$ cat src/rtl/scancode_console_line_editor_assert.svh
// Assertion macros for the console line editor.
`ifndef SCANCODE_CONSOLE_LINE_EDITOR_ASSERT_SVH
`define SCANCODE_CONSOLE_LINE_EDITOR_ASSERT_SVH

`ifndef SYNTHESIS
`define SCLE_ASSERT_IMP(lbl, clk, rst_n, ante, cons) \
	lbl: assert property (@(posedge clk) disable iff (!rst_n) (ante) |-> (cons)) \
		else $error("scle check failed");
`define SCLE_ASSERT_NXT(lbl, clk, rst_n, ante, cons) \
	lbl: assert property (@(posedge clk) disable iff (!rst_n) (ante) |=> (cons)) \
		else $error("scle check failed");
`else
`define SCLE_ASSERT_IMP(lbl, clk, rst_n, ante, cons)
`define SCLE_ASSERT_NXT(lbl, clk, rst_n, ante, cons)
`endif

`endif

$ cat src/rtl/scle_pkg.sv
// Types, scancodes and key map for the console line editor.
`default_nettype none

package scle_pkg;

	typedef enum logic [3:0] {
		WM_IDLE       = 4'd0,
		WM_UP         = 4'd1,
		WM_DOWN       = 4'd2,
		WM_LEFT       = 4'd3,
		WM_RIGHT      = 4'd4,
		WM_CAPS       = 4'd5,
		WM_SHIFT      = 4'd6,
		WM_CTRL       = 4'd7,
		WM_CTRL_SHIFT = 4'd8,
		WM_CTRL_ESC   = 4'd9,
		WM_CTRL_ALT   = 4'd10,
		WM_ALT        = 4'd11,
		WM_HOME       = 4'd12,
		WM_END        = 4'd13
	} wait_mode_t;

	localparam logic [7:0] SC_ESC      = 8'h01;
	localparam logic [7:0] SC_ENTER    = 8'h1C;
	localparam logic [7:0] SC_CTRL     = 8'h1D;
	localparam logic [7:0] SC_LSHIFT   = 8'h2A;
	localparam logic [7:0] SC_RSHIFT   = 8'h36;
	localparam logic [7:0] SC_ALT      = 8'h38;
	localparam logic [7:0] SC_CAPS     = 8'h3A;
	localparam logic [7:0] SC_F4       = 8'h3E;
	localparam logic [7:0] SC_HOME     = 8'h47;
	localparam logic [7:0] SC_UP       = 8'h48;
	localparam logic [7:0] SC_LEFT     = 8'h4B;
	localparam logic [7:0] SC_RIGHT    = 8'h4D;
	localparam logic [7:0] SC_END      = 8'h4F;
	localparam logic [7:0] SC_DOWN     = 8'h50;
	localparam logic [7:0] SC_LSHIFT_B = 8'hAA;
	localparam logic [7:0] SC_RSHIFT_B = 8'hB6;
	localparam logic [7:0] SC_CAPS_B   = 8'hBA;
	localparam logic [7:0] SC_UP_B     = 8'hC8;
	localparam logic [7:0] SC_LEFT_B   = 8'hCB;
	localparam logic [7:0] SC_RIGHT_B  = 8'hCD;
	localparam logic [7:0] SC_DOWN_B   = 8'hD0;

	localparam logic [6:0] ASC_NUL   = 7'h00;
	localparam logic [6:0] ASC_BS    = 7'h08;
	localparam logic [6:0] ASC_LF    = 7'h0A;
	localparam logic [6:0] ASC_UP_A  = 7'h41;
	localparam logic [6:0] ASC_UP_Z  = 7'h5A;
	localparam logic [6:0] ASC_LO_A  = 7'h61;
	localparam logic [6:0] ASC_LO_Z  = 7'h7A;
	localparam logic [6:0] CASE_DIFF = 7'h20;

	localparam int KEY_MAP_LEN = 80;

	localparam logic [6:0] KEY_MAP [0:KEY_MAP_LEN-1] = '{
		7'h00, 7'h1B, 7'h31, 7'h32, 7'h33, 7'h34, 7'h35, 7'h36,
		7'h37, 7'h38, 7'h39, 7'h30, 7'h2D, 7'h3D, 7'h08, 7'h09,
		7'h71, 7'h77, 7'h65, 7'h72, 7'h74, 7'h79, 7'h75, 7'h69,
		7'h6F, 7'h70, 7'h5B, 7'h5D, 7'h0A, 7'h00, 7'h61, 7'h73,
		7'h64, 7'h66, 7'h67, 7'h68, 7'h6A, 7'h6B, 7'h6C, 7'h3B,
		7'h27, 7'h60, 7'h00, 7'h5C, 7'h7A, 7'h78, 7'h63, 7'h76,
		7'h62, 7'h6E, 7'h6D, 7'h2C, 7'h2E, 7'h2F, 7'h00, 7'h2A,
		7'h00, 7'h20, 7'h00, 7'h00, 7'h00, 7'h00, 7'h00, 7'h00,
		7'h00, 7'h00, 7'h00, 7'h00, 7'h00, 7'h00, 7'h00, 7'h00,
		7'h00, 7'h00, 7'h2D, 7'h00, 7'h00, 7'h00, 7'h2B, 7'h00
	};

	function automatic logic [6:0] key_map(input logic [7:0] sc);
		logic [6:0] ch;
		ch = ASC_NUL;
		if (!sc[7] && (sc[6:0] < 7'(KEY_MAP_LEN))) begin
			ch = KEY_MAP[sc[6:0]];
		end
		return ch;
	endfunction

endpackage

`default_nettype wire

$ cat src/rtl/scancode_console_line_editor.sv
// Scancode line editor: cursor, modes and line-length memory with registered result beat.
// An accepted beat is held in stage 1, then on commit in the output register (out_valid).
// Sustained throughput is one beat per cycle while out_ready is high; line lengths are
// read from memory at accept time and forwarded past the write of the beat ahead.
// Reset clears cursor, modes, flags and the per-row valid bits of the line-length memory;
// no clearing pass, input is taken right after reset.
`default_nettype none

`include "scancode_console_line_editor_assert.svh"

module scancode_console_line_editor #(
	parameter int ROWS = 25,
	parameter int COLS = 80
) (
	input  wire logic                     clk,
	input  wire logic                     arst_n,
	input  wire logic                     in_valid,
	output logic                          in_ready,
	input  wire logic                     kind,
	input  wire logic [7:0]               scan_byte,
	output logic                          out_valid,
	input  wire logic                     out_ready,
	output logic                          write_valid,
	output logic [$clog2(ROWS)-1:0]       write_row,
	output logic [$clog2(COLS)-1:0]       write_col,
	output logic [6:0]                    write_char,
	output logic [$clog2(ROWS)-1:0]       cursor_y,
	output logic [$clog2(COLS)-1:0]       cursor_x,
	output logic                          input_active,
	output logic                          close_request,
	output logic                          splash_request
);

	localparam int RW = $clog2(ROWS);
	localparam int CW = $clog2(COLS);
	localparam logic [RW-1:0] ROW_MAX = RW'(ROWS - 1);
	localparam logic [CW-1:0] COL_MAX = CW'(COLS - 1);

	// architectural state
	logic [RW-1:0]         row_q, row_d;
	logic [CW-1:0]         col_q, col_d;
	logic                  caps_q, caps_d;
	logic                  shift_q, shift_d;
	logic                  last_none_q, last_none_d;
	logic [6:0]            last_ch_q, last_ch_d;
	logic                  active_q, active_d;
	logic                  close_q, close_d;
	logic                  splash_q, splash_d;
	scle_pkg::wait_mode_t  mode_q, mode_d;

	// line-length memory
	logic [CW-1:0]         len_mem [ROWS];
	logic [ROWS-1:0]       len_vld_q;
	logic [RW-1:0]         raddr_a, raddr_b;
	logic                  mem_we, mem_wr;
	logic [CW-1:0]         mem_wd;

	// stage 1
	logic                  valid_s1;
	logic                  kind_s1;
	logic [7:0]            byte_s1;
	logic [CW-1:0]         rda_s1, rdb_s1, fwd_s1;
	logic                  vlda_s1, vldb_s1, hita_s1, hitb_s1;
	logic [CW-1:0]         len_a, len_b;

	// output register
	logic                  out_valid_q;
	logic                  wr_valid_q;
	logic [RW-1:0]         wr_row_q;
	logic [CW-1:0]         wr_col_q;
	logic [6:0]            wr_char_q;
	logic [RW-1:0]         cur_y_q;
	logic [CW-1:0]         cur_x_q;
	logic                  act_out_q, close_out_q, splash_out_q;

	// decode
	logic                  accept, commit;
	logic [6:0]            ch;
	logic                  is_shm, is_shb, last_hit;
	logic                  do_type;
	logic [6:0]            type_ch;
	logic                  wr_valid;
	logic [RW-1:0]         wr_row;
	logic [CW-1:0]         wr_col;
	logic [6:0]            wr_char;

	assign commit   = valid_s1 && (!out_valid_q || out_ready);
	assign in_ready = !valid_s1 || commit;
	assign accept   = in_valid && in_ready;

	assign ch       = scle_pkg::key_map(byte_s1);
	assign is_shm   = (byte_s1 == scle_pkg::SC_LSHIFT) || (byte_s1 == scle_pkg::SC_RSHIFT);
	assign is_shb   = (byte_s1 == scle_pkg::SC_LSHIFT_B) || (byte_s1 == scle_pkg::SC_RSHIFT_B);
	assign last_hit = !last_none_q && (last_ch_q == ch);

	assign len_a = hita_s1 ? fwd_s1 : (vlda_s1 ? rda_s1 : '0);
	assign len_b = hitb_s1 ? fwd_s1 : (vldb_s1 ? rdb_s1 : '0);

	// read the row the next beat will see: the current beat's result if it retires now
	assign raddr_a = commit ? row_d : row_q;
	assign raddr_b = (raddr_a == '0) ? '0 : raddr_a - 1'b1;
	assign mem_wr  = commit && mem_we;

	// next wait mode
	always_comb begin
		mode_d = mode_q;
		if (!kind_s1 && active_q) begin
			unique case (mode_q)
				scle_pkg::WM_UP: begin
					if (byte_s1 == scle_pkg::SC_UP_B) mode_d = scle_pkg::WM_IDLE;
				end
				scle_pkg::WM_DOWN: begin
					if (byte_s1 == scle_pkg::SC_DOWN_B) mode_d = scle_pkg::WM_IDLE;
				end
				scle_pkg::WM_LEFT: begin
					if (byte_s1 == scle_pkg::SC_LEFT_B) mode_d = scle_pkg::WM_IDLE;
				end
				scle_pkg::WM_RIGHT: begin
					if (byte_s1 == scle_pkg::SC_RIGHT_B) mode_d = scle_pkg::WM_IDLE;
				end
				scle_pkg::WM_CAPS: begin
					if (byte_s1 == scle_pkg::SC_CAPS_B) mode_d = scle_pkg::WM_IDLE;
				end
				scle_pkg::WM_SHIFT: begin
					if (!is_shm) mode_d = scle_pkg::WM_IDLE;
				end
				scle_pkg::WM_CTRL: begin
					if (byte_s1 != scle_pkg::SC_CTRL) begin
						priority if (is_shm) mode_d = scle_pkg::WM_CTRL_SHIFT;
						else if (byte_s1 == scle_pkg::SC_ALT) mode_d = scle_pkg::WM_CTRL_ALT;
						else mode_d = scle_pkg::WM_IDLE;
					end
				end
				scle_pkg::WM_CTRL_SHIFT: begin
					if (!is_shm) begin
						mode_d = (byte_s1 == scle_pkg::SC_ESC) ? scle_pkg::WM_CTRL_ESC
						                                        : scle_pkg::WM_IDLE;
					end
				end
				scle_pkg::WM_CTRL_ESC: begin
					if (byte_s1 != scle_pkg::SC_ESC) mode_d = scle_pkg::WM_IDLE;
				end
				scle_pkg::WM_CTRL_ALT, scle_pkg::WM_ALT: begin
					if (byte_s1 != scle_pkg::SC_ALT) mode_d = scle_pkg::WM_IDLE;
				end
				scle_pkg::WM_HOME: begin
					if (byte_s1 != scle_pkg::SC_HOME) mode_d = scle_pkg::WM_IDLE;
				end
				scle_pkg::WM_END: begin
					if (byte_s1 != scle_pkg::SC_END) mode_d = scle_pkg::WM_IDLE;
				end
				default: begin
					mode_d = scle_pkg::WM_IDLE;
					if (!last_hit) begin
						priority if ((ch == scle_pkg::ASC_BS) || (ch == scle_pkg::ASC_LF)) begin
							mode_d = scle_pkg::WM_IDLE;
						end else if (byte_s1 == scle_pkg::SC_UP) begin
							if (row_q != '0) mode_d = scle_pkg::WM_UP;
						end else if (byte_s1 == scle_pkg::SC_DOWN) begin
							if (row_q != ROW_MAX) mode_d = scle_pkg::WM_DOWN;
						end else if (byte_s1 == scle_pkg::SC_LEFT) begin
							if (col_q != '0) mode_d = scle_pkg::WM_LEFT;
						end else if (byte_s1 == scle_pkg::SC_RIGHT) begin
							if (col_q < COL_MAX) mode_d = scle_pkg::WM_RIGHT;
						end else if (byte_s1 == scle_pkg::SC_CAPS) begin
							mode_d = scle_pkg::WM_CAPS;
						end else if (is_shm) begin
							mode_d = scle_pkg::WM_SHIFT;
						end else if (byte_s1 == scle_pkg::SC_CTRL) begin
							mode_d = scle_pkg::WM_CTRL;
						end else if (byte_s1 == scle_pkg::SC_ALT) begin
							mode_d = scle_pkg::WM_ALT;
						end else if (byte_s1 == scle_pkg::SC_HOME) begin
							mode_d = scle_pkg::WM_HOME;
						end else if (byte_s1 == scle_pkg::SC_END) begin
							mode_d = scle_pkg::WM_END;
						end else begin
							mode_d = scle_pkg::WM_IDLE;
						end
					end
				end
			endcase
		end
	end

	// cursor, flags, cell write and line-length update
	always_comb begin
		row_d       = row_q;
		col_d       = col_q;
		caps_d      = caps_q;
		shift_d     = shift_q;
		last_none_d = last_none_q;
		last_ch_d   = last_ch_q;
		active_d    = active_q;
		close_d     = close_q;
		splash_d    = splash_q;
		mem_we      = 1'b0;
		mem_wd      = len_a;
		do_type     = 1'b0;
		type_ch     = ch;
		wr_valid    = 1'b0;
		wr_row      = '0;
		wr_col      = '0;
		wr_char     = scle_pkg::ASC_NUL;

		if (kind_s1) begin
			active_d = 1'b1;
		end else if (!active_q) begin
			col_d = '0;
		end else begin
			splash_d = 1'b0;
			unique case (mode_q)
				scle_pkg::WM_UP, scle_pkg::WM_DOWN, scle_pkg::WM_LEFT, scle_pkg::WM_RIGHT,
				scle_pkg::WM_CTRL_SHIFT, scle_pkg::WM_CTRL_ESC, scle_pkg::WM_CTRL_ALT,
				scle_pkg::WM_HOME, scle_pkg::WM_END: begin
					row_d = row_q;
				end
				scle_pkg::WM_CAPS: begin
					if (byte_s1 == scle_pkg::SC_CAPS_B) caps_d = !caps_q;
				end
				scle_pkg::WM_SHIFT: begin
					if (!is_shm && !is_shb) begin
						shift_d = 1'b1;
						do_type = (ch != scle_pkg::ASC_NUL) && (ch != scle_pkg::ASC_BS)
						          && (ch != scle_pkg::ASC_LF);
					end
				end
				scle_pkg::WM_CTRL: begin
					priority if (byte_s1 == scle_pkg::SC_HOME) begin
						row_d = '0;
						col_d = '0;
					end else if (byte_s1 == scle_pkg::SC_ENTER) begin
						row_d    = '0;
						col_d    = '0;
						splash_d = 1'b1;
						active_d = 1'b0;
						caps_d   = 1'b0;
						shift_d  = 1'b0;
					end else if (byte_s1 == scle_pkg::SC_END) begin
						row_d = ROW_MAX;
						col_d = COL_MAX;
					end else begin
						row_d = row_q;
					end
				end
				scle_pkg::WM_ALT: begin
					if (byte_s1 == scle_pkg::SC_F4) close_d = 1'b1;
				end
				default: begin
					if (last_hit) begin
						last_none_d = 1'b1;
					end else begin
						last_none_d = 1'b0;
						last_ch_d   = ch;
						priority if (ch == scle_pkg::ASC_BS) begin
							if (col_q != '0) begin
								col_d = col_q - 1'b1;
								if (len_a != '0) begin
									mem_we = 1'b1;
									mem_wd = len_a - 1'b1;
								end
							end else if (row_q != '0) begin
								row_d = row_q - 1'b1;
								col_d = len_b;
							end
							wr_valid = 1'b1;
							wr_row   = row_d;
							wr_col   = col_d;
							wr_char  = scle_pkg::ASC_NUL;
						end else if (ch == scle_pkg::ASC_LF) begin
							col_d    = '0;
							if (row_q != ROW_MAX) row_d = row_q + 1'b1;
							active_d = 1'b0;
							caps_d   = 1'b0;
							shift_d  = 1'b0;
						end else if (byte_s1 == scle_pkg::SC_UP) begin
							if (row_q != '0) row_d = row_q - 1'b1;
						end else if (byte_s1 == scle_pkg::SC_DOWN) begin
							if (row_q != ROW_MAX) row_d = row_q + 1'b1;
						end else if (byte_s1 == scle_pkg::SC_LEFT) begin
							if (col_q != '0) col_d = col_q - 1'b1;
						end else if (byte_s1 == scle_pkg::SC_RIGHT) begin
							if (col_q < COL_MAX) col_d = col_q + 1'b1;
						end else if (is_shb) begin
							shift_d = 1'b0;
						end else if (byte_s1 == scle_pkg::SC_HOME) begin
							col_d = '0;
						end else if (byte_s1 == scle_pkg::SC_END) begin
							col_d = COL_MAX;
						end else if ((byte_s1 == scle_pkg::SC_CAPS) || is_shm
						             || (byte_s1 == scle_pkg::SC_CTRL)
						             || (byte_s1 == scle_pkg::SC_ALT)) begin
							row_d = row_q;
						end else begin
							do_type = (ch != scle_pkg::ASC_NUL);
						end
					end
				end
			endcase

			if (do_type) begin
				if (caps_d != shift_d) begin
					if ((ch >= scle_pkg::ASC_LO_A) && (ch <= scle_pkg::ASC_LO_Z)) begin
						type_ch = ch - scle_pkg::CASE_DIFF;
					end
				end else if (caps_d && shift_d) begin
					if ((ch >= scle_pkg::ASC_UP_A) && (ch <= scle_pkg::ASC_UP_Z)) begin
						type_ch = ch + scle_pkg::CASE_DIFF;
					end
				end
				wr_valid = 1'b1;
				wr_row   = row_q;
				wr_col   = col_q;
				wr_char  = type_ch;
				if (col_q >= COL_MAX) begin
					if (row_q != ROW_MAX) row_d = row_q + 1'b1;
					col_d = '0;
				end else begin
					col_d = col_q + 1'b1;
					if (len_a != COL_MAX) begin
						mem_we = 1'b1;
						mem_wd = len_a + 1'b1;
					end
				end
			end
		end
	end

	// control state
	always_ff @(posedge clk or negedge arst_n) begin
		if (!arst_n) begin
			row_q       <= '0;
			col_q       <= '0;
			caps_q      <= 1'b0;
			shift_q     <= 1'b0;
			last_none_q <= 1'b1;
			last_ch_q   <= '0;
			active_q    <= 1'b0;
			close_q     <= 1'b0;
			splash_q    <= 1'b0;
			mode_q      <= scle_pkg::WM_IDLE;
			len_vld_q   <= '0;
			valid_s1    <= 1'b0;
			out_valid_q <= 1'b0;
		end else begin
			if (commit) begin
				row_q       <= row_d;
				col_q       <= col_d;
				caps_q      <= caps_d;
				shift_q     <= shift_d;
				last_none_q <= last_none_d;
				last_ch_q   <= last_ch_d;
				active_q    <= active_d;
				close_q     <= close_d;
				splash_q    <= splash_d;
				mode_q      <= mode_d;
			end
			if (mem_wr) len_vld_q[row_q] <= 1'b1;
			if (accept) valid_s1 <= 1'b1;
			else if (commit) valid_s1 <= 1'b0;
			if (commit) out_valid_q <= 1'b1;
			else if (out_ready) out_valid_q <= 1'b0;
		end
	end

	// memory, stage 1 payload, forwarding
	always_ff @(posedge clk) begin
		if (mem_wr) len_mem[row_q] <= mem_wd;
		if (accept) begin
			kind_s1 <= kind;
			byte_s1 <= scan_byte;
			rda_s1  <= len_mem[raddr_a];
			rdb_s1  <= len_mem[raddr_b];
			vlda_s1 <= len_vld_q[raddr_a];
			vldb_s1 <= len_vld_q[raddr_b];
			hita_s1 <= mem_wr && (row_q == raddr_a);
			hitb_s1 <= mem_wr && (row_q == raddr_b);
			fwd_s1  <= mem_wd;
		end
	end

	// result beat
	always_ff @(posedge clk) begin
		if (commit) begin
			wr_valid_q   <= wr_valid;
			wr_row_q     <= wr_row;
			wr_col_q     <= wr_col;
			wr_char_q    <= wr_char;
			cur_y_q      <= row_d;
			cur_x_q      <= col_d;
			act_out_q    <= active_d;
			close_out_q  <= close_d;
			splash_out_q <= splash_d;
		end
	end

	assign out_valid      = out_valid_q;
	assign write_valid    = wr_valid_q;
	assign write_row      = wr_row_q;
	assign write_col      = wr_col_q;
	assign write_char     = wr_char_q;
	assign cursor_y       = cur_y_q;
	assign cursor_x       = cur_x_q;
	assign input_active   = act_out_q;
	assign close_request  = close_out_q;
	assign splash_request = splash_out_q;

	`SCLE_ASSERT_IMP(a_row_range, clk, arst_n, 1'b1, row_q <= ROW_MAX)
	`SCLE_ASSERT_IMP(a_col_range, clk, arst_n, 1'b1, col_q <= COL_MAX)
	`SCLE_ASSERT_IMP(a_idle_mods, clk, arst_n, !active_q, !caps_q && !shift_q)
	`SCLE_ASSERT_IMP(a_idle_mode, clk, arst_n, !active_q, mode_q == scle_pkg::WM_IDLE)
	`SCLE_ASSERT_NXT(a_commit_out, clk, arst_n, commit, out_valid_q)

endmodule

`default_nettype wire
$ cat config.mk
export PLATFORM = sky130hd
export DESIGN_NAME = scancode_console_line_editor
export DESIGN_NICKNAME = d
export VERILOG_FILES = /design/src/rtl/scle_pkg.sv /design/src/rtl/scancode_console_line_editor.sv
export VERILOG_INCLUDE_DIRS = /design/src /design/src/rtl
export SDC_FILE = /design/constraint.sdc
export NUM_CORES = 1
export LEC_CHECK = 0
export BUFFER_PORTS_ARGS = -buffer_cell sky130_fd_sc_hd__buf_2
export CORE_UTILIZATION = 57
export CTS_CLUSTER_SIZE = 16
export DETAILED_ROUTE_END_ITERATION = 8
export MAX_ROUTING_LAYER = met4
export PLACE_DENSITY = 0.83
export REMOVE_ABC_BUFFERS = 1
export SLEW_MARGIN = 40
export SYNTH_ARGS = -nofsm -noshare
export SYNTH_HDL_FRONTEND = slang
export SYNTH_SLANG_ARGS = --single-unit
$ cat constraint.sdc
create_clock -name clk -period 6.35 [get_ports clk]
set_input_delay 0.3175 -clock clk [delete_from_list [all_inputs] [get_ports clk]]
set_output_delay 0.3175 -clock clk [all_outputs]
set_load 0.03 [all_outputs]
### Word level (Yosys, flattened, before mapping)

Memories as Yosys holds them, arrays and structs flattened. A register that Yosys moved wholly into a read port is not among the register bits.
Index checks and enable logic that the tools add are counted.

| word-level totals | value |
|---|---|
| bits in latches | 0 |
| ROM bits | 896 |
| memories | 2 |
| input bits | 13 |
| RAM bits | 175 |
| bits in registers | 111 |

Memory list:

| memory | words | bits a word | read ports | clocked after Yosys merged registers in | wr ports | line | RTL |
|---|---|---|---|---|---|---|---|
| (name not given) | 128 | 7 | 1 | 0 | 0 | scle_pkg.sv:73 | `ch = KEY_MAP[sc[6:0]];` |
| len_mem | 25 | 7 | 2 | 2 | 1 | scancode_console_line_editor.sv:52 | `logic [CW-1:0] len_mem [ROWS];` |

| operators by class | value |
|---|---|
| div/mod/pow operators | 0 |
| add/subtract/negate cells | 9 |
| bitwise logic cells | 7 |
| reductions and logical operators | 50 |
| shift-type cells | 0 |
| $lt $le $gt $ge | 12 |
| equal/unequal tests | 61 |
| multipliers | 0 |
| muxes and demuxes | 183 |

Operator list:

| cell | number |
|---|---|
| $mux 7 | 45 |
| $mux 5 | 22 |
| $mux 4 | 27 |
| $mux 1 | 76 |
| $eq 8x8->1 const B | 7 |
| $eq 8x7->1 const B | 6 |
| $pmux 4 s12 | 1 |
| $eq 8x6->1 const B | 5 |
| $or 25x25->25 | 1 |
| $eq 4x4->1 const B | 6 |
| $ne 2x2->1 const B | 12 |
| $reduce_or 12->1 | 2 |
| $reduce_or 11->1 | 2 |
| $ge 7x7->1 const B | 3 |
| $reduce_bool 7->1 | 3 |
| $lt 5x6->1 const B | 3 |
| $eq 4x3->1 const B | 4 |
| $eq 8x5->1 const B | 2 |
| $ne 8x7->1 const B | 2 |
| $logic_and 1x1->1 | 15 |
| $add 7x1->7 const B | 2 |
| $eq 7x4->1 const B | 2 |
| $le 7x7->1 const B | 2 |
| $lt 7x7->1 const B | 2 |
| other kinds (41) | 70 |

### Logic depth before layout (Yosys ltp)

| depth | value |
|---|---|
| depth after elaboration | 28 |
| depth in mapped cells | 29 |
| gate-level depth less buffers | 20 |

### Worst setup path before layout

OpenSTA, ideal clock, no wires.

| path | value |
|---|---|
| path kind | register to register |
| start point | register byte_s1[0] |
| end point | register rdb_s1[5], read port of len_mem (data pin) |
| setup time | 261 ps |
| period minus slack after synthesis | 6336 ps |
| setup slack | 14 ps |
| buffers on the path | 8 |
| data required time | 6089 ps |
| cell stages (with the launch flop) | 29 |
| arrival | 6075 ps |
| cells stage by stage | edfxtp_1 > clkbuf_1 > inv_1 > ha_1 > buf_2 > and4bb_4 > a32o_1 > o41ai_2 > o211a_1 > o2111ai_1 > a2111o_1 > buf_2 > a211oi_1 > or3_1 > o21ai_1 > nor2_2 > buf_2 > buf_2 > buf_2 > ha_1 > clkbuf_1 > o2111ai_2 > or4_1 > buf_4 > nand2_4 > o21ai_2 > a221o_1 > a221o_1 > o311a_1 |

| between the ends | value |
|---|---|
| longest elaborated chain between the ends | 26 |
| elaborated cells on any way between the ends | 71 |

RTL lines:

| item | line | RTL |
|---|---|---|
| start, declared | scancode_console_line_editor.sv:61 | `logic [7:0] byte_s1;` |
| start signal, assigned | scancode_console_line_editor.sv:371 | `byte_s1 <= scan_byte;` |
| $not 7->8 (implied by the code) | scle_pkg.sv:73 |  |
| $mem_v2 128x7 | -- |  |
| $mux 7 (implied by the code) (2 in series) | scle_pkg.sv:73 |  |
| $mux 7 | scle_pkg.sv:72 | `if (!sc[7] && (sc[6:0] < 7'(KEY_MAP_LEN))) begin` |
| $reduce_bool 7->1 | scancode_console_line_editor.sv:224, scancode_console_line_editor.sv:295 |  |
| $mux 1 | scancode_console_line_editor.sv:290 | `end else if ((byte_s1 == scle_pkg::SC_CAPS) \|\| is_shm` |
| $mux 1 | scancode_console_line_editor.sv:288 | `end else if (byte_s1 == scle_pkg::SC_END) begin` |
| $mux 1 | scancode_console_line_editor.sv:286 | `end else if (byte_s1 == scle_pkg::SC_HOME) begin` |
| [9 not listed] | -- |  |
| $mux 1 | scancode_console_line_editor.sv:208 | `end else if (!active_q) begin` |
| $mux 1 | scancode_console_line_editor.sv:206 | `if (kind_s1) begin` |
| $mux 5 * | scancode_console_line_editor.sv:301 | `if (do_type) begin` |
| $mux 5 * | scancode_console_line_editor.sv:208 |  |
| $mux 5 * | scancode_console_line_editor.sv:206 |  |
| $mux 5 * | -- |  |
| $sub 5x1->5 or $logic_not 5->1 (tied branches) | scancode_console_line_editor.sv:101 | `assign raddr_b = (raddr_a == '0) ? '0 : raddr_a - 1'b1;` |
| $mux 5 * | scancode_console_line_editor.sv:101 |  |
| end, declared | scancode_console_line_editor.sv:62 | `logic [CW-1:0] rda_s1, rdb_s1, fwd_s1;` |

Mark *: on every way between the ends. The rest lies on a longest branch, timed or not. The select of a mux whose other input is x is not followed.
A chain may end at the register's enable or synchronous reset.

### Worst setup path in the final report

| path | value |
|---|---|
| start point | register byte_s1[1] |
| end point | register vldb_s1 (data pin) |

| between the ends | value |
|---|---|
| longest elaborated chain between the ends | 28 |
| elaborated cells on any way between the ends | 73 |

RTL lines:

| item | line | RTL |
|---|---|---|
| $not 7->8 (implied by the code) | scle_pkg.sv:73 |  |
| $mem_v2 128x7 | -- |  |
| $mux 7 (implied by the code) (2 in series) | scle_pkg.sv:73 |  |
| $mux 7 | scle_pkg.sv:72 |  |
| $reduce_bool 7->1 | scancode_console_line_editor.sv:224, scancode_console_line_editor.sv:295 |  |
| $mux 1 | scancode_console_line_editor.sv:290 |  |
| $mux 1 | scancode_console_line_editor.sv:288 |  |
| $mux 1 | scancode_console_line_editor.sv:286 |  |
| [11 not listed] | -- |  |
| $mux 5 * | scancode_console_line_editor.sv:301 |  |
| $mux 5 * | scancode_console_line_editor.sv:208 |  |
| $mux 5 * | scancode_console_line_editor.sv:206 |  |
| $mux 5 * | -- |  |
| $sub 5x1->5 or $logic_not 5->1 (tied branches) | scancode_console_line_editor.sv:101 |  |
| $mux 5 * | scancode_console_line_editor.sv:101 |  |
| $bmux 1 s5 * | scancode_console_line_editor.sv:375 | `vldb_s1 <= len_vld_q[raddr_b];` |
| $mux 1 (implied by the code) * | scancode_console_line_editor.sv:375 |  |
| end signal, assigned | scancode_console_line_editor.sv:375 |  |
| end, declared | scancode_console_line_editor.sv:63 | `logic vlda_s1, vldb_s1, hita_s1, hitb_s1;` |

Marked as above.

==> flow_summary.json <==
{
  "place_ws_ps": 273,
  "r2r_end": "vldb_s1",
  "fin_crit_ps": 6100,
  "synth.top_cells.by_area": "edfxtp_1 (40%), mux2i_1 (9.8%), dfrtp_1 (7.5%)",
  "crit_chain": "buf_4 > ha_1 > a21oi_1 > a2111oi_0 > nor4b_1 > o211a_1 > o2111ai_1 > a2111o_1 > buf_4 > o21ai_1 > o41a_1 > nor2_1 > a21oi_4 > ha_1 > buf_4 > nand2_1 > o21ai_2 > buf_4 > o21ai_0 > a21oi_1 > nor3_1 > o31ai_1",
  "crit_buf_inv": 4,
  "setup_violations": 0,
  "peakVddDrop_uv": 380,
  "ff2ff_path_depth": 22,
  "wire_per_inst_um": 28.1,
  "required_ps": 6690,
  "syn_inst": 1787,
  "synth_most_common_cell": "edfxtp_1",
  "drtIter0Drc": 1935,
  "fill_cells": 2462,
  "synth_cell_types": 100,
  "tns_ps": 0,
  "worstSkewPairLatency_ps": 570,
  "ys_seq_area_share_pct": 47.4,
  "grt_max_degree": 71,
  "vias": 16000,
  "drt_pass1_iterations": 6,
  "hold_path.class": "in2reg",
  "ant_nets": 0,
  "crit_arrival_ps": 6440,
  "maxClockFrequency_mhz": 164,
  "synth_edf_count": 244,
  "netlist_area_sq_mm": 0.0184,
  "hp-start": "out_ready",
  "skew_ps": 17.5,
  "slowest_stage": "o21ai_2",
  "rows": 65,
  "power_density_mw_per_mm2": 455,
  "htree_levels": 2,
  "ys_top_cells_by_count": "edfxtp_1 (244), mux2i_1 (180), nand2_1 (176)",
  "nets": 1906,
  "synth-seq-cells": 300,
  "critPathLaunchType": "flop",
  "clock_path_buffers": 3,
  "antenna_found_initial": 0,
  "synth_flop_cell": "edfxtp_1",
  "cts.clk_slew.worst_paths_ps": 60,
  "finalNonFillerCells": 2297,
  "slew_headroom_pct": 42.7,
  "drive_above_1_share_pct": 16.7,
  "min_period_over_period_pct": 96.1,
  "path_class": "reg2reg",
  "io_buffers": 49,
  "drv_slew": 0,
  "overflow": 0,
  "cts_root_buffer": "clkbuf_16",
  "synth.largest_area_cell": "edfxtp_1",
  "regToRegStartpoint": "byte_s1[1]",
  "multi_input_comb_area_sq_mm": 0.00905,
  "p_leak_uw": 0.00783,
  "maxCapViolations": 0,
  "grt_pass1_vias": 15300,
  "vias_per_cell": 6.96,
  "fin_ws_ps": 247,
  "place_congestion": 1.04,
  "drc": 0,
  "die_area_sq_mm": 0.0330,
  "avgSynthCellArea_sq_um": 10.3,
  "critPathCaptureType": "flop",
  "slowest_delay_ps": 640,
  "hold_viol_final": 0,
  "rrSetupSlack_ps": 250,
  "cts_inserted_buffers": 34,
  "synthArstFlopShare_pct": 18.7,
  "grt_usage_pct": 40.6,
  "core_sq_mm": 0.0316,
  "ys_warn_count": 0,
  "hpwl_mm": 45.6,
  "area_delta_synth_final_pct": 12.7,
  "cts_sinks": 300,
  "drt_wl_total_mm": 64.6,
  "synth_top_area_share_pct": 39.8,
  "cpMostUsedCell": "buf_4",
  "hold_depth": 3,
  "rsz0062_at_grt": "no",
  "die_w_um": 182,
  "numPlacedInstances": 2219,
  "fp.dieH_um": 182,
  "path_max_fanout": 9,
  "crit_family": "compound AO/OA/AOI/OAI gates",
  "worst_pin_slew_ps": 853,
  "grt_pass1_wl_mm": 96.6,
  "io_pins": 50,
  "cts_tree": "yes",
  "status": "finished, final reports clean",
  "start_util_pct": 58.2,
  "final-seq-area_sq_mm": 0.00873,
  "holdPathEnd": "out_valid"
}
-- logic make-up after synthesis --
group           after synthesis  synth area share (%)
simple gates                599                  16.4
compound gates              485                  18.2
flops                       300                  47.4
mux                         209                  11.6
buf+inv                     154                  3.85
fa+ha+maj                    25                  1.70
xor+xnor                     15                 0.714
-- worst register-to-register path: stages, from the launching register on --
cell,delay (ps)
edfxtp_1,470
buf_4,180
ha_1,250
a21oi_1,350
a2111oi_0,180
nor4b_1,390
o211a_1,220
o2111ai_1,140
a2111o_1,460
buf_4,190
o21ai_1,300
o41a_1,250
nor2_1,80
a21oi_4,190
ha_1,210
buf_4,170
nand2_1,150
o21ai_2,640
buf_4,290
o21ai_0,110
a21oi_1,200
nor3_1,100
o31ai_1,380
-- final cells by class --
class	instances	share of cell area [%]
clock inverters	11	0.760
multi-input cells	1333	43.6
inverters	35	0.633
well taps	402	2.42
flip-flops and latches	300	42.1
clock buffers	51	4.70
repair buffers	164	5.75
diodes	1	0.0121
-- where the power goes --
part           switching, uW  total (uW)  leakage (uW)  internal (uW)
Sequential               232        2820       0.00300           2580
Clock                    849        2020      0.000545           1170
Combinational           3030        4610       0.00428           1590
Total                   4110        9440       0.00783           5340
-- sequential cells by signal, summed over array words and instances (netlist names), 4 cells and up --
signal / cells
len_mem: 175
cursor_y: 5
mode_q: 4
col_q: 7
last_ch_q: 7
rda_s1: 7
row_q: 5
fwd_s1: 7
len_vld_q: 25
write_col: 7
byte_s1: 8
write_row: 5
write_char: 7
rdb_s1: 7
cursor_x: 7
-- cell usage in the layout, fill, tap and decap left out, types with 20 or more instances in the layout --
cell type    n
a21oi_1     93
a221oi_1    22
a22oi_1     26
a31oi_1     24
and3_1      29
buf_2       49
buf_4       98
clkbuf_16   35
dfrtp_1     54
edfxtp_1   244
ha_1        23
inv_1       31
mux2_2      28
mux2i_1    180
nand2_1    176
nand2b_1    26
nand3_1     52
nor2_1     123
nor3_1      51
o211ai_1    27
o21ai_0    100
o22ai_1     20
or2_2       31
-- what timing repair did --
item                                    CTS  global route
buffers inserted                          0             4
endpoints found under the hold margin    65             0
endpoints found under the setup margin    0             7
gates resized for setup                   0             3
hold buffers                             11             0
-- routing by layer --
layer | track usage [%] | routed length, um | up-vias
met5 | - | 0 | -
met4 | 22.0 | 3730 | 0
li1 | - | - | 7022
met2 | 66.1 | 30800 | 961
met1 | 48.9 | 24700 | 7791
met3 | 5.96 | 5260 | 224
-- how the worst max path moves through the flow --
stage	depth (start not counted)	from	slack, ps	to
6_report	22	byte_s1[1]	250	vldb_s1
5_1_grt	23	byte_s1[1]	50	rdb_s1[5]
4_1_cts	21	byte_s1[1]	270	rdb_s1[1]
3_5_place_dp	21	byte_s1[1]	270	rdb_s1[1]
3_3_place_gp	22	byte_s1[0]	380	rdb_s1[1]
2_1_floorplan	17	byte_s1[2]	-4650	rdb_s1[5]
-- through the flow --
stage                     hold WS, ps  cell area [sq um]  power (uW)  utilization, %
after floorplan                  21.9              17800        5520               -
after global placement            431              19400        7230            61.5
after detailed placement          439              19400        7270            61.5
after CTS                        70.4              20700        9290            65.4
after global routing              121              20700        9760            65.6
final                            84.6              20700        9440            65.6
Power figures use the tool's default switching activity.
